$ cat config.mk
export PLATFORM = sky130hd
export DESIGN_NAME = base64_encoder
export DESIGN_NICKNAME = d
export VERILOG_FILES = /design/src/design/b64e_pkg.sv /design/src/design/b64e_front.sv /design/src/design/b64e_fifo.sv /design/src/design/b64e_back.sv /design/src/design/base64_encoder.sv
export SDC_FILE = /design/constraint.sdc
export NUM_CORES = 1
export LEC_CHECK = 0
export BUFFER_PORTS_ARGS = -buffer_cell sky130_fd_sc_hd__buf_2
export CORE_ASPECT_RATIO = 1.5
export CORE_MARGIN = 1.5
export CORE_UTILIZATION = 60
export DETAILED_ROUTE_END_ITERATION = 10
export GPL_TIMING_DRIVEN = 0
export PLACE_DENSITY = 0.86
export SETUP_SLACK_MARGIN = 0.4
export SLEW_MARGIN = 20
export SYNTH_ARGS = -nofsm -noshare
export SYNTH_HDL_FRONTEND = slang
export SYNTH_HIERARCHICAL = 1
export SYNTH_SLANG_ARGS = --single-unit
export TNS_END_PERCENT = 5
$ cat constraint.sdc
create_clock -name clk_i -period 7.11 [get_ports clk_i]
set_input_delay 0.3555 -clock clk_i [delete_from_list [all_inputs] [get_ports clk_i]]
set_output_delay 0.3555 -clock clk_i [all_outputs]
set_load 0.05 [all_outputs]
$ cat src/design/b64e_pkg.sv
// Types, constants and the character mapping of the Base64 encoder.
`timescale 1ns / 1ps

package b64e_pkg;

  localparam logic [7:0] PadChar = 8'h3D;

  // One complete group of bytes handed from the front to the back.
  typedef struct packed {
    logic [23:0] triple;   // bytes, first one in the top bits
    logic [1:0]  pad_cnt;  // trailing '=' characters: 0, 1 or 2
    logic        last;     // group closes the message
  } group_t;

  // Map a sextet to its ASCII character; safe selects '-' and '_'.
  function automatic logic [7:0] sextet_char(input logic [5:0] v, input logic safe);
    logic [7:0] ch;
    if (v < 6'd26) begin
      ch = 8'({2'b00, v}) + 8'h41;
    end else if (v < 6'd52) begin
      ch = 8'({2'b00, v}) + 8'h47;
    end else if (v < 6'd62) begin
      ch = 8'({2'b00, v}) - 8'h04;
    end else if (v == 6'd62) begin
      ch = safe ? 8'h2D : 8'h2B;
    end else begin
      ch = safe ? 8'h5F : 8'h2F;
    end
    return ch;
  endfunction

endpackage

$ cat src/design/b64e_front.sv
// Front end: collects input bytes into groups of up to three.
`timescale 1ns / 1ps

module b64e_front (
  input  logic             clk_i,
  input  logic             rst_ni,
  input  logic             accept_i,
  input  logic [7:0]       data_byte_i,
  input  logic             last_byte_i,
  output logic             grp_valid_o,
  output b64e_pkg::group_t grp_o
);
  import b64e_pkg::*;

  logic [1:0]  phase_q, phase_d;
  logic [15:0] held_q, held_d;

  always_comb begin
    phase_d      = phase_q;
    held_d       = held_q;
    grp_valid_o  = 1'b0;
    grp_o.triple = {held_q, data_byte_i};
    grp_o.pad_cnt = 2'd0;
    grp_o.last   = last_byte_i;
    if (accept_i) begin
      if (phase_q == 2'd2) begin
        grp_valid_o = 1'b1;
        phase_d     = 2'd0;
      end else if (phase_q == 2'd1) begin
        if (last_byte_i) begin
          grp_valid_o   = 1'b1;
          grp_o.triple  = {held_q[15:8], data_byte_i, 8'h00};
          grp_o.pad_cnt = 2'd1;
          phase_d       = 2'd0;
        end else begin
          held_d  = {held_q[15:8], data_byte_i};
          phase_d = 2'd2;
        end
      end else begin
        // The unused phase code behaves as an empty group.
        if (last_byte_i) begin
          grp_valid_o   = 1'b1;
          grp_o.triple  = {data_byte_i, 16'h0000};
          grp_o.pad_cnt = 2'd2;
          phase_d       = 2'd0;
        end else begin
          held_d  = {data_byte_i, 8'h00};
          phase_d = 2'd1;
        end
      end
    end
  end

  always_ff @(posedge clk_i or negedge rst_ni) begin
    if (!rst_ni) begin
      phase_q <= 2'd0;
    end else begin
      phase_q <= phase_d;
    end
  end

  always_ff @(posedge clk_i) begin
    held_q <= held_d;
  end

endmodule

$ cat src/design/b64e_fifo.sv
// Short group queue between the front and the back end.
`timescale 1ns / 1ps

module b64e_fifo #(
  parameter int Depth = 2
) (
  input  logic             clk_i,
  input  logic             rst_ni,
  input  logic             wr_i,
  input  b64e_pkg::group_t wr_data_i,
  input  logic             rd_i,
  output b64e_pkg::group_t rd_data_o,
  output logic             full_o,
  output logic             empty_o
);
  import b64e_pkg::*;

  localparam int PtrW = $clog2(Depth);
  localparam int CntW = $clog2(Depth + 1);
  localparam logic [PtrW-1:0] LastPtr = PtrW'(Depth - 1);

  group_t              mem_q [Depth];
  logic [PtrW-1:0]     wr_ptr_q, rd_ptr_q;
  logic [CntW-1:0]     cnt_q;
  logic                do_wr, do_rd;

  assign full_o    = (cnt_q == CntW'(Depth));
  assign empty_o   = (cnt_q == '0);
  assign do_wr     = wr_i && !full_o;
  assign do_rd     = rd_i && !empty_o;
  assign rd_data_o = mem_q[rd_ptr_q];

  always_ff @(posedge clk_i or negedge rst_ni) begin
    if (!rst_ni) begin
      wr_ptr_q <= '0;
      rd_ptr_q <= '0;
      cnt_q    <= '0;
    end else begin
      if (do_wr) begin
        wr_ptr_q <= (wr_ptr_q == LastPtr) ? '0 : wr_ptr_q + 1'b1;
      end
      if (do_rd) begin
        rd_ptr_q <= (rd_ptr_q == LastPtr) ? '0 : rd_ptr_q + 1'b1;
      end
      if (do_wr && !do_rd) begin
        cnt_q <= cnt_q + 1'b1;
      end else if (do_rd && !do_wr) begin
        cnt_q <= cnt_q - 1'b1;
      end
    end
  end

  always_ff @(posedge clk_i) begin
    if (do_wr) begin
      mem_q[wr_ptr_q] <= wr_data_i;
    end
  end

endmodule

$ cat src/design/b64e_back.sv
// Back end: turns each group into four characters, one per cycle while pop is high and groups are queued.
`timescale 1ns / 1ps

module b64e_back (
  input  logic             clk_i,
  input  logic             rst_ni,
  input  logic             safe_i,
  input  logic             grp_empty_i,
  input  b64e_pkg::group_t grp_i,
  output logic             grp_pop_o,
  output logic             empty,
  input  logic             pop,
  output logic [7:0]       code_char_o,
  output logic             last_char_o
);
  import b64e_pkg::*;

  group_t     cur_q, cur_d;
  logic       cur_valid_q, cur_valid_d;
  logic [1:0] idx_q, idx_d;
  logic       out_valid_q, out_valid_d;
  logic [7:0] char_q, char_d;
  logic       last_q, last_d;
  logic       advance, load;
  logic [5:0] sextet;
  logic [2:0] pad_sum;

  always_comb begin
    case (idx_q)
      2'd0:    sextet = cur_q.triple[23:18];
      2'd1:    sextet = cur_q.triple[17:12];
      2'd2:    sextet = cur_q.triple[11:6];
      default: sextet = cur_q.triple[5:0];
    endcase
  end

  // A position is padding when it lies within the last pad_cnt places.
  assign pad_sum = {1'b0, idx_q} + {1'b0, cur_q.pad_cnt};

  assign advance   = cur_valid_q && (!out_valid_q || pop);
  assign load      = !cur_valid_q || (advance && idx_q == 2'd3);
  assign grp_pop_o = load && !grp_empty_i;

  always_comb begin
    cur_d       = cur_q;
    cur_valid_d = cur_valid_q;
    idx_d       = idx_q;
    if (load) begin
      cur_d       = grp_i;
      cur_valid_d = !grp_empty_i;
      idx_d       = 2'd0;
    end else if (advance) begin
      idx_d = idx_q + 2'd1;
    end

    out_valid_d = out_valid_q;
    char_d      = char_q;
    last_d      = last_q;
    if (advance) begin
      out_valid_d = 1'b1;
      char_d      = (pad_sum > 3'd3) ? PadChar : sextet_char(sextet, safe_i);
      last_d      = cur_q.last && (idx_q == 2'd3);
    end else if (pop) begin
      out_valid_d = 1'b0;
    end
  end

  always_ff @(posedge clk_i or negedge rst_ni) begin
    if (!rst_ni) begin
      cur_valid_q <= 1'b0;
      idx_q       <= 2'd0;
      out_valid_q <= 1'b0;
    end else begin
      cur_valid_q <= cur_valid_d;
      idx_q       <= idx_d;
      out_valid_q <= out_valid_d;
    end
  end

  always_ff @(posedge clk_i) begin
    cur_q  <= cur_d;
    char_q <= char_d;
    last_q <= last_d;
  end

  assign empty       = !out_valid_q;
  assign code_char_o = char_q;
  assign last_char_o = last_q;

endmodule

$ cat src/design/base64_encoder.sv
// Streaming Base64 encoder, top level.
// Input queue side: a byte and its last-byte mark transfer when push is high
// and full is low. Bytes are grouped by three; a group closed early by the
// last mark is padded with one or two '=' characters.
// Output queue side: while empty is low, code_char_o and last_char_o show the
// oldest character; it transfers when pop is high. last_char_o marks the
// final character of a message.
// Configuration: cfg_alphabet_select_i transfers when cfg_valid_i is high
// (cfg_ready_o is always high); 0 gives '+' and '/', 1 gives '-' and '_'.
// Path: with the back end idle, a group closed by a transferring byte is written
// into the group queue, then held in the current-group register, and its first
// character is registered in the character stage that drives the output ports.
// The character stage emits one character per cycle while pop stays high and
// groups are queued, so a stream gives four characters per three bytes; a group
// queue of FifoDepth entries (at least 2) lets the input run ahead while characters drain.
// Reset clears the group phase, the queue and the output stage and selects
// the standard alphabet. When pop stays low, the output character holds, the
// queue fills and full rises until the receiver takes characters again.
`timescale 1ns / 1ps

module base64_encoder #(
  parameter int FifoDepth = 2
) (
  input  logic       clk_i,
  input  logic       rst_ni,
  input  logic       push,
  output logic       full,
  input  logic [7:0] data_byte_i,
  input  logic       last_byte_i,
  output logic       empty,
  input  logic       pop,
  output logic [7:0] code_char_o,
  output logic       last_char_o,
  input  logic       cfg_valid_i,
  output logic       cfg_ready_o,
  input  logic       cfg_alphabet_select_i
);
  import b64e_pkg::*;

  logic   safe_q;
  logic   grp_valid, grp_empty, grp_pop;
  group_t grp_in, grp_out;

  assign cfg_ready_o = 1'b1;

  always_ff @(posedge clk_i or negedge rst_ni) begin
    if (!rst_ni) begin
      safe_q <= 1'b0;
    end else if (cfg_valid_i && cfg_ready_o) begin
      safe_q <= cfg_alphabet_select_i;
    end
  end

  b64e_front u_front (
    .clk_i       (clk_i),
    .rst_ni      (rst_ni),
    .accept_i    (push && !full),
    .data_byte_i (data_byte_i),
    .last_byte_i (last_byte_i),
    .grp_valid_o (grp_valid),
    .grp_o       (grp_in)
  );

  b64e_fifo #(
    .Depth (FifoDepth)
  ) u_fifo (
    .clk_i     (clk_i),
    .rst_ni    (rst_ni),
    .wr_i      (grp_valid),
    .wr_data_i (grp_in),
    .rd_i      (grp_pop),
    .rd_data_o (grp_out),
    .full_o    (full),
    .empty_o   (grp_empty)
  );

  b64e_back u_back (
    .clk_i       (clk_i),
    .rst_ni      (rst_ni),
    .safe_i      (safe_q),
    .grp_empty_i (grp_empty),
    .grp_i       (grp_out),
    .grp_pop_o   (grp_pop),
    .empty       (empty),
    .pop         (pop),
    .code_char_o (code_char_o),
    .last_char_o (last_char_o)
  );

endmodule

==> results.md, run 1 <==
* Area grow syn2layout at 17.8%
* Port Buffers at 25
* Layout cell share with drive strength beyond 1 at approximately 32%
* Kind of critical path: flip-flop to flip-flop
* Pins Over Slew Limit at 0
* Total power at 3060 µW
* Hold path cells at 2
* Fill count at between 400 and 500
* Clk buf depth at 2
* GPL Wtd Cong at approximately 0.9
* Max FO, Critical Path at 7
* Total gr overflow at 0
* Fin cells at between 400 and 500
* Cells after Synth at roughly 330
* Max Clock Skew at between 0.01 and 0.015 ns
* Final wirelength at 9330 µm
* Final setup violation count at 0
* Final Critical Period at around 2.9 ns
* CP startpoint kind: flip-flop
* Syn nets at between 300 and 400
* Routed vias at 2846
* Number of flops mapped to enable cells by yosys at ~110
* Crit path DAT at 3.04 ns
* Slew HR at a little over a quarter
* DRT antenna net count at 0
* Die area at 9400 µm²
* Mean post-synth cell area at approximately 16 µm²
* TritonCTS buffer count at 17
* Worst Path Required at roughly 7.3 ns
* I/O Pins at 27
* Drt wl/cell at ~19 µm
* Mapped Area at 5290 µm²
* Drt first-iter violations at roughly 110
* Post CTS Setup Buffer Count at 0
* Antenna violations before repair at 0
* Initial core utilization at 62.5%
* First-pass GRT wire length at 15100 µm
* Latest clock arrival within the worst-skew pair at between 0.4 and 0.5 ns
* CTS Root Cell: clkbuf_16
* Crit. End Element: flip-flop
* Length in cells of the worst reg-to-reg path at 8
* Htree depth at 4
* Area of the core at roughly 8500 µm²
* Sequential element share of the synthesized area at between 60% and 70%
* Number of remaining DRC errors at 0
* Dpl cells at between 400 and 500
* Syn. warnings at 6
* # nets final at 400
* Outcome: complete, no violations
* Number of clock sinks at 117
* Period utilization at approximately two fifths
* Reg2Reg Setup Slack at about 4.2 ns
* GRT Total Usage at between 20% and 30%
* Dpl hpwl at 5980 µm
* Worst-Margin Slew at 1.09 ns
* Worst Hold Path EP: safe_q$_DFFE_PN0P_
* Asr flop ratio synth at a little under a tenth
* Max-cap violations at 0
* Row count at 41
* Netlist cell types at between 50 and 60
* Power per Cell Area at 491 nW/µm²
* Die width at roughly 80 µm
* Top_reg_cell synth: edfxtp_1
* Worst R2R End: u_back/code_char_o[5]$_SDFFCE_PN1P_
* Diodes inserted at 0
* Vias in the first global route at just over 3000
* Unrepaired setup endpoints after global routing: false
* Worst VDD drop at ~0.00043 V
* CTS clk-pin slew, worst paths at around 0.06 ns
* Initial DRT Pass Iterations at 4
* Min-Delay Path Class: primary input to flip-flop
* Final hold violations at 0
* Via density at a little under 6
* Die H at roughly 120 µm
* Largest net degree at the start of global routing at 30
* TNS Setup at 0 ns
* CTS tree: built
* Finished Core Util at 73.6%
* Worst Hold Launch: cfg_alphabet_select_i
* F_max at 346 MHz
* Leakage at ~0.0024 µW
* RR Startpoint: u_back/idx_q[0]$_DFFE_PN0P_
* Yosys reg bits at ~120
kinds of logic (layout without fill, tap and decap cells):
| group | after synthesis | count (layout) | synth area share (%) |
|---|---|---|---|
| flops | 117 | 117 | 65.4 |
| simple gates | 70 | 70 | 7.93 |
| mux | 50 | 50 | 12.7 |
| compound gates | 48 | 48 | 7.00 |
| buf+inv | 24 | 82 | 3.08 |
| fa+ha+maj | 11 | 11 | 2.60 |
| xor+xnor | 7 | 7 | 1.16 |
| other cells | 2 | 2 | 0.142 |
final cells by class:
cell class | count | area (µm²) | area share [%]
sequential | 117 | 3460 | 55.5
multi-input combinational | 188 | 1680 | 27.0
clock buffer | 20 | 457 | 7.33
clock inverter | 12 | 200 | 3.21
timing repair buffer | 26 | 135 | 2.17
tap | 107 | 134 | 2.15
buffer | 10 | 110 | 1.77
inverter | 14 | 52.6 | 0.844
state kept, by name (all words and copies together) (netlist names):
signal / cells
u_back/last_char_o: 1
u_back/cur_q: 27
u_back/out_valid_q: 1
u_fifo/cnt_q: 2
u_back/code_char_o: 8
u_back/cur_valid_q: 1
u_fifo/mem_q: 54
u_fifo/rd_ptr_q: 1
u_front/phase_q: 2
u_back/idx_q: 2
u_front/held_q: 16
u_fifo/wr_ptr_q: 1
safe_q: 1
repair_timing:
item                                   CTS  global route
hold buffers                             1             0
gates resized for setup                  0             0
endpoints found under the hold margin   11             0
metal layers:
metal	up-vias	track usage [%]	routed length, µm
met5	-	0	0
li1	1346	-	-
met4	0	12.8	259
met1	1391	22.7	3360
met2	82	39.6	5310
met3	27	6.43	398
synthesized netlist by cell type, types with 2 or more instances:
| cell type | number | area [µm²] |
|---|---|---|
| a211oi_1 | 4 | 30.0 |
| a21o_1 | 2 | 15.0 |
| a21oi_1 | 7 | 35.0 |
| a222oi_1 | 4 | 40.0 |
| a22oi_1 | 2 | 15.0 |
| and2_1 | 19 | 119 |
| and2b_1 | 8 | 60.1 |
| and3_1 | 2 | 12.5 |
| buf_12 | 2 | 40.0 |
| buf_2 | 2 | 10.0 |
| buf_4 | 2 | 15.0 |
| buf_6 | 4 | 45.0 |
| conb_1 | 2 | 7.51 |
| dfrtp_1 | 11 | 275 |
| edfxtp_1 | 106 | 3180 |
| ha_1 | 11 | 138 |
| inv_1 | 13 | 48.8 |
| mux2_2 | 16 | 180 |
| mux2_4 | 30 | 450 |
| mux2i_1 | 3 | 30.0 |
| nand2_1 | 11 | 41.3 |
| nand2b_1 | 4 | 25.0 |
| nand3_1 | 2 | 10.0 |
| nor2_1 | 9 | 33.8 |
| nor2b_1 | 3 | 18.8 |
| nor3_1 | 3 | 15.0 |
| o21a_1 | 2 | 15.0 |
| o21ai_0 | 7 | 35.0 |
| o21ai_1 | 3 | 15.0 |
| o221ai_1 | 2 | 17.5 |
| o31ai_1 | 2 | 15.0 |
| xnor2_1 | 5 | 43.8 |
| xor2_1 | 2 | 17.5 |
how the worst max path moves through the flow:
stage	start	endpoint	depth (start not counted)
3_3_place_gp	u_fifo/cnt_q[0]$_DFFE_PN0P_	u_fifo/mem_q[0][18]$_DFFE_PP_	7
2_1_floorplan	u_fifo/cnt_q[0]$_DFFE_PN0P_	u_fifo/mem_q[0][0]$_DFFE_PP_	7
4_1_cts	u_back/idx_q[0]$_DFFE_PN0P_	u_back/code_char_o[5]$_SDFFCE_PN1P_	8
5_1_grt	u_back/idx_q[0]$_DFFE_PN0P_	u_back/code_char_o[5]$_SDFFCE_PN1P_	8
3_5_place_dp	u_back/idx_q[0]$_DFFE_PN0P_	u_back/code_char_o[4]$_SDFFCE_PN1P_	10
6_report	u_back/idx_q[0]$_DFFE_PN0P_	u_back/code_char_o[5]$_SDFFCE_PN1P_	8
cell usage in the layout, fill, tap and decap left out, types with 8 or more instances in the layout:
cell	n
and2_1	19
and2b_1	8
buf_2	27
clkbuf_16	17
dfrtp_1	11
edfxtp_1	106
ha_1	11
inv_1	13
mux2_2	16
mux2_4	30
nand2_1	11
nor2_1	8
report_power, final:
group	switching, µW	internal [µW]	total [µW]
Sequential	63.3	988	1050
Combinational	638	439	1080
Clock	290	639	930
critical path: stages (launching register included):
cell and delay [ns]:
dfrtp_1 0.47, inv_1 0.12, ha_1 0.32, a222oi_1 0.49, mux2i_1 0.35, o211ai_2 0.36, a41oi_2 0.09, o31ai_1 0.33
nand2_1 0.09
per-stage QoR:
stage | area [µm²] | setup slack, ns | hold WS [ns]
floorplan | 5290 | 4.22 | 0.0599
global placement | 5550 | 3.86 | 0.241
detailed placement | 5560 | 4.40 | 0.253
CTS | 6230 | 4.29 | 0.172
global route | 6230 | 4.07 | 0.173
finish | 6230 | 4.22 | 0.185
(Power assumes the default switching activity.)
==> run 2: changes to the inputs <==
==> constraint.sdc (replaced) <==
create_clock -name clk_i -period 2.7 [get_ports clk_i]
set_input_delay 0.135 -clock clk_i [delete_from_list [all_inputs] [get_ports clk_i]]
set_output_delay 0.135 -clock clk_i [all_outputs]
set_load 0.05 [all_outputs]
==> run 2 against run 1 <==
Clock skew is 0.0049 ns lower. Utilization is 3.8 points higher. Cell count is 4.7% higher. Clock-buffer cell count is 8 higher. Hold slack worse by 0.12 ns. Die area stayed put. Register-to-register slack worse by 4.0 ns. Fmax is 16% higher.
==> results.md, run 2 (synthesis gave the netlist of run 1 again) <==
* Outcome: complete, no violations
* Most common cell after layout, fill and taps aside: edfxtp_1
* Worst Path Required at ~2.8 ns
* DP Area at between 5000 and 6000 µm²
* Most frequent cells in the layout: 106 x edfxtp_1, 31 x mux2_4, 26 x buf_2
* Multi-input gate area at around 1900 µm²
* Latest clock arrival within the worst-skew pair at ~0.40 ns
* Layout cell share with drive strength beyond 1 at 41.7%
* F_max at 402 MHz
* Worst Path Buf+Inv at 2
* Die H at between 100 and 150 µm
* Drt wl/cell at 19.0 µm
* Worst VDD drop at slightly above 0.0009 V
* Seq. cell area at roughly 3500 µm²
* Htree depth at 4
* Diodes inserted at 0
* Dpl hpwl at between 6000 and 7000 µm
* Antenna violations before repair at 0
* Crit. End Element: flip-flop
* CP startpoint kind: flip-flop
* Via density at between 5 and 6
* Final Critical Period at ~2.5 ns
* Number of flip-flops in the largest register at 54
* GRT Total Usage at between 20% and 30%
* I/O Pins at 27
* Period utilization at 92.1%
* Routed vias at slightly below 3000
* Number of remaining DRC errors at 0
* Total power at just under 9000 µW
* First-pass GRT wire length at 15100 µm
* Clk buf depth at 2
* Critical path's largest stage delay at 0.48 ns
* Leakage at 0.00249 µW
* Unrepaired setup endpoints after global routing: true
* TritonCTS buffer count at 17
* CTS Root Cell: clkbuf_16
* Initial core utilization at 62.5%
* Most frequent CP cell: ha_4
* Max FO, Critical Path at 6
* Worst Hold Launch: data_byte_i[3]
* Max-cap violations at 0
* Initial DRT Pass Iterations at 5
* Crit path DAT at ~2.6 ns
* # nets final at approximately 420
* Port Buffers at 25
* DRT met1 WL at ~3600 µm
* Worst R2R End: u_back/code_char_o[2]$_SDFFCE_PN1P_
* Fill count at 453
* Met3 WL post-DR at ~340 µm
* Critical path, cell by cell: inv_4 -> ha_4 -> a222oi_1 -> mux2_4 -> ha_4 -> buf_6 -> o21ai_2 -> o31ai_2 -> a211oi_2 -> o221ai_1
* Finished Core Util at ~77%
* Area grow syn2layout at 23.8%
* DRT antenna net count at 0
* Drt first-iter violations at 140
* Slew HR at 29.1%
* Pins Over Slew Limit at 0
* Min-Delay Path Class: primary input to flip-flop
* CTS clk-pin slew, worst paths at 0.05 ns
* Max Clock Skew at between 0.005 and 0.006 ns
* Power per Cell Area at 1320 nW/µm²
* Register name with the most flops: u_fifo/mem_q
* Area of the core at 8460 µm²
* Leading registers by flop count: u_fifo/mem_q x54, u_back/cur_q x27, u_front/held_q x16
* Hold path cells at 2
* Final wirelength at about 10000 µm
* Number of clock sinks at 117
* Highest routed layer: met4
* Final hold violations at 0
* GPL Wtd Cong at 0.909
* Finished Cell Area at approximately 6500 µm²
* Row count at 41
* Total gr overflow at 0
* Worst path slowest cell: dfrtp_2
* Length in cells of the worst reg-to-reg path at 10
* Kind of critical path: flip-flop to flip-flop
* Vias in the first global route at 3054
* Worst Hold Path EP: u_front/held_q[11]$_DFFE_PP_
* Largest net degree at the start of global routing at 30
* Met2 wire length at roughly 5700 µm
* Cell family with most CP delay: compound AO/OA/AOI/OAI gates
* RR Startpoint: u_back/idx_q[0]$_DFFE_PN0P_
* CTS tree: built
* Final setup violation count at 0
* Worst-Margin Slew at around 1.1 ns
* Die area at between 9000 and 10000 µm²
* Reg2Reg Setup Slack at between 0.2 and 0.25 ns
* Die width at between 70 and 80 µm
-- run 2: cell types whose count changed in the layout (fill, tap and decap cells not counted), moves of 4 or more --
cell	before	now
clkbuf_1	1	5
bufinv_16	5	1
buf_6	4	8
clkbuf_8	2	6
ha_4	0	6
ha_1	11	5
buf_4	2	20
-- run 2: power breakdown --
group	switching [µW]	internal, µW	total (µW)
Clock	690	1410	2100
Combinational	2070	1700	3780
Sequential	172	2610	2780
-- run 2: repair_timing --
action                                 in CTS  in global routing
endpoints found under the hold margin      12                  0
gates resized for setup                    19                 34
buffers inserted                            9                 12
pin swaps                                   6                 14
gates cloned                                0                  0
setup endpoints to repair                  29                 61
hold buffers                                3                  0
-- run 2: worst register-to-register path, delay by kind of cell (launching register included) --
kind | cells | cell delay, ns
buffers and inverters | 2 | 0.24
DFF | 1 | 0.48
AOI/OAI and AO/OA | 5 | 0.78
muxes | 1 | 0.32
adders and majority gates | 2 | 0.38
-- run 2: stage by stage --
| stage | hold slack (ns) | setup WS [ns] | setup TNS [ns] | std cells |
|---|---|---|---|---|
| final | 0.0631 | 0.213 | 0 | 517 |
| after global routing | 0.0620 | 0.131 | 0 | 517 |
| after CTS | 0.0473 | 0.281 | 0 | 505 |
| after detailed placement | 0.0294 | -0.0250 | -0.0250 | 461 |
| after global placement | 0.0232 | 0.119 | 0 | 461 |
| after floorplan | -0.161 | 0.361 | 0 | 329 |
-- run 2: routing by layer --
layer	up-vias	GRT usage, %
met3	18	6.59
met4	0	11.2
met2	96	39.7
met5	-	0
li1	1391	-
met1	1465	22.4
-- run 2: worst max path at each step --
stage                                start                             endpoint  slack [ns]  cells after the start
6_report       u_back/idx_q[0]$_DFFE_PN0P_  u_back/code_char_o[2]$_SDFFCE_PN1P_        0.21                     10
3_3_place_gp   u_back/idx_q[0]$_DFFE_PN0P_  u_back/code_char_o[4]$_SDFFCE_PN1P_        0.12                     10
5_1_grt        u_back/idx_q[0]$_DFFE_PN0P_  u_back/code_char_o[2]$_SDFFCE_PN1P_        0.13                     10
2_1_floorplan  u_fifo/cnt_q[0]$_DFFE_PN0P_         u_fifo/mem_q[1][0]$_DFFE_PP_        0.36                      6
4_1_cts        u_back/idx_q[1]$_DFFE_PN0P_  u_back/code_char_o[3]$_SDFFCE_PN1P_        0.28                      8
3_5_place_dp   u_back/idx_q[0]$_DFFE_PN0P_  u_back/code_char_o[4]$_SDFFCE_PN1P_       -0.02                     10
-- run 2: cell type report --
class | count | area share (%)
clock buffer | 28 | 8.05
clock inverter | 4 | 0.688
sequential | 117 | 52.8
buffer | 10 | 1.72
tap | 107 | 2.04
inverter | 14 | 0.917
multi-input combinational | 188 | 28.7
timing repair buffer | 49 | 5.01
==> run 3: changes to the inputs <==
--- a/config.mk
+++ b/config.mk
@@ -5,13 +5,16 @@
 export SDC_FILE = /design/constraint.sdc
 export NUM_CORES = 1
 export LEC_CHECK = 0
-export BUFFER_PORTS_ARGS = -buffer_cell sky130_fd_sc_hd__buf_2
+export CELL_PAD_IN_SITES_DETAIL_PLACEMENT = 1
+export CELL_PAD_IN_SITES_GLOBAL_PLACEMENT = 1
 export CORE_ASPECT_RATIO = 1.5
 export CORE_MARGIN = 1.5
-export CORE_UTILIZATION = 60
+export CORE_UTILIZATION = 54
 export DETAILED_ROUTE_END_ITERATION = 10
+export DONT_BUFFER_PORTS = 1
 export GPL_TIMING_DRIVEN = 0
-export PLACE_DENSITY = 0.86
+export PLACE_DENSITY = 0.87
+export REMOVE_ABC_BUFFERS = 1
 export SETUP_SLACK_MARGIN = 0.4
 export SLEW_MARGIN = 20
 export SYNTH_ARGS = -nofsm -noshare
==> run 3 against run 2 <==
Sequential power rose by 9.0%. Clock skew rose by 0.0084 ns. Largest power group unchanged. Sequential share of layout area decreased by 0.32 points.
==> results.md, run 3 (synthesis gave the netlist of run 1 again) <==
* Outcome: complete, no violations
* Number of clock sinks at about 120
* CTS Root Cell: clkbuf_16
* TNS Setup at 0 ns
* Clk buf depth at 2
* Diodes inserted at 0
* Critical path's largest stage delay at about 0.42 ns
* Worst Hold Path EP: u_fifo/mem_q[0][7]$_DFFE_PP_
* RR Startpoint: u_back/idx_q[1]$_DFFE_PN0P_
* Dpl hpwl at roughly 6700 µm
* Clk network pwr share at about 24%
* Dpl cells at between 400 and 500
* Worst-Margin Slew at 0.731 ns
* Worst R2R End: u_back/code_char_o[4]$_SDFFCE_PN1P_
* Port Buffers at 0
* Final Critical Period at about 2.5 ns
* Worst Path Required at approximately 2.8 ns
* CTS clk-pin slew, worst paths at 0.05 ns
* Area grow syn2layout at 24.6%
* Number of remaining DRC errors at 0
* Worst Hold Launch: data_byte_i[4]
* Antenna violations before repair at 0
* CTS tree: built
* Seq pwr share at between 30% and 40%
* Initial DRT Pass Iterations at 4
* Worst path slowest cell: dfrtp_1
* Unrepaired setup endpoints after global routing: true
* Final wirelength at 12300 µm
* Latest clock arrival within the worst-skew pair at around 0.41 ns
* Via density at roughly 6
* Vias in the first global route at between 3000 and 4000
* Max FO, Critical Path at 6
* Kind of critical path: flip-flop to flip-flop
* Largest net degree at the start of global routing at 30
* Critical path, cell by cell: buf_6 -> ha_4 -> a222oi_1 -> inv_1 -> mux2i_4 -> ha_4 -> nand2_4 -> a21oi_2 -> o32a_1 -> o221ai_2
* Crit. End Element: flip-flop
* Hold path cells at 1
* Power per Cell Area at roughly 1400 nW/µm²
* DRT antenna net count at 0
* Number of flip-flops in the largest register at 54
* I/O Pins at 27
* CP startpoint kind: flip-flop
* Length in cells of the worst reg-to-reg path at 10
* Row count at 44
* Cell family with most CP delay: compound AO/OA/AOI/OAI gates
* Most common cell after layout, fill and taps aside: edfxtp_1
* Htree depth at 4
* Max-cap violations at 0
* Fin Hold WS at 0.0101 ns
* Die area at 10400 µm²
* Layout cell share with drive strength beyond 1 at about two fifths
* Total gr overflow at 0
* Most frequent CP cell: ha_4
* Critical path startpoint: u_back/idx_q[1]$_DFFE_PN0P_
* Fill count at 830
* Min-Delay Path Class: primary input to flip-flop
* Most frequent cells in the layout: 106 x edfxtp_1, 31 x mux2_4, 31 x buf_4
* # nets final at 412
* Drt first-iter violations at 164
* Drt wl/cell at 23.9 µm
* Psw at around 3200 µW
* Register name with the most flops: u_fifo/mem_q
* Leakage at 0.00244 µW
* Period utilization at 93.1%
* DP Area at between 5000 and 6000 µm²
* Routed vias at about 3000
* Finished Cell Area at approximately 6600 µm²
* Pins Over Slew Limit at 0
* First-pass GRT wire length at about 18000 µm
* Final setup violation count at 0
* Reg2Reg Setup Slack at 0.19 ns
* Leading registers by flop count: u_fifo/mem_q x54, u_back/cur_q x27, u_front/held_q x16
* Logic pwr share at 41.9%
* Die width at 83.8 µm
* Crit path DAT at 2.63 ns
* Die H at about 120 µm
* Area of the core at 9580 µm²
* GRT Total Usage at 23.8%
* Total power at ~9000 µW
* Fin cells at about 500
* Initial core utilization at 55.2%
* F_max at 398 MHz
* Max Clock Skew at around 0.014 ns
* Internal at between 5000 and 6000 µW
* TritonCTS buffer count at 17
* Worst Path Buf+Inv at 2
* Net Sw Frac at a little over a third
* Final hold violations at 0
* Worst VDD drop at just over 0.0008 V
* GPL Wtd Cong at between 0.8 and 0.9
* Slew HR at 51.1%
[run 3: cell types whose count changed in the layout (fill, tap and decap cells not counted), moves of 3 or more]
| cell | delta |
|---|---|
| a211oi_1 | +3 |
| a211oi_2 | -3 |
| buf_2 | -26 |
| buf_4 | +11 |
| buf_6 | -6 |
| dlygate4sd3_1 | +9 |
[run 3: how the worst max path moves through the flow]
stage	slack (ns)	endpoint	depth (start not counted)
floorplan	-0.36	u_fifo/mem_q[0][0]$_DFFE_PP_	6
global placement	-1.05	u_fifo/mem_q[0][25]$_DFFE_PP_	6
CTS	0.27	u_front/held_q[14]$_DFFE_PP_	6
global route	0.12	u_back/code_char_o[4]$_SDFFCE_PN1P_	10
finish	0.19	u_back/code_char_o[4]$_SDFFCE_PN1P_	10
detailed placement	-0.27	u_back/code_char_o[2]$_SDFFCE_PN1P_	6
[run 3: what timing repair did]
item | 4_1_cts | 5_1_grt
hold buffers | 11 | 1
setup buffers | 22 | 12
setup endpoints to repair | 158 | 111
pin swaps | 11 | 9
gates resized for setup | 39 | 18
cloned | 1 | 0
hold endpoints to repair | 70 | 19
[run 3: layer usage]
| metal | track usage, % | up-vias | part of all wire [%] |
|---|---|---|---|
| li1 | - | 1359 | - |
| met1 | 23.3 | 1543 | 37 |
| met2 | 43.3 | 81 | 58 |
| met3 | 6.85 | 34 | 2.6 |
| met4 | 14.4 | 0 | 3.0 |
| met5 | 0 | - | 0 |
[run 3: per-stage QoR]
stage,util [%],setup slack [ns]
2_1_floorplan,-,-0.364
3_3_place_gp,55.6,-1.05
3_5_place_dp,55.9,-0.273
4_1_cts,66.7,0.267
5_1_grt,68.8,0.120
6_report,68.8,0.186
[run 3: area by class of cell]
type | count | area [µm²] | share of cell area, %
Inverter | 14 | 63.8 | 0.968
Sequential cell | 117 | 3460 | 52.5
Clock buffer | 27 | 503 | 7.63
Clock inverter | 5 | 73.8 | 1.12
Multi-Input combinational cell | 189 | 1930 | 29.3
Tap cell | 115 | 144 | 2.18
Timing Repair Buffer | 47 | 415 | 6.30
[run 3: power groups by stage]
stage	sequential, µW	clock (µW)	combinational [µW]
after floorplan	3030	0	1820
after global placement	3090	0	2180
after detailed placement	3040	0	2450
after CTS	3030	2190	3120
after global routing	3070	2290	3990
final	3030	2180	3760
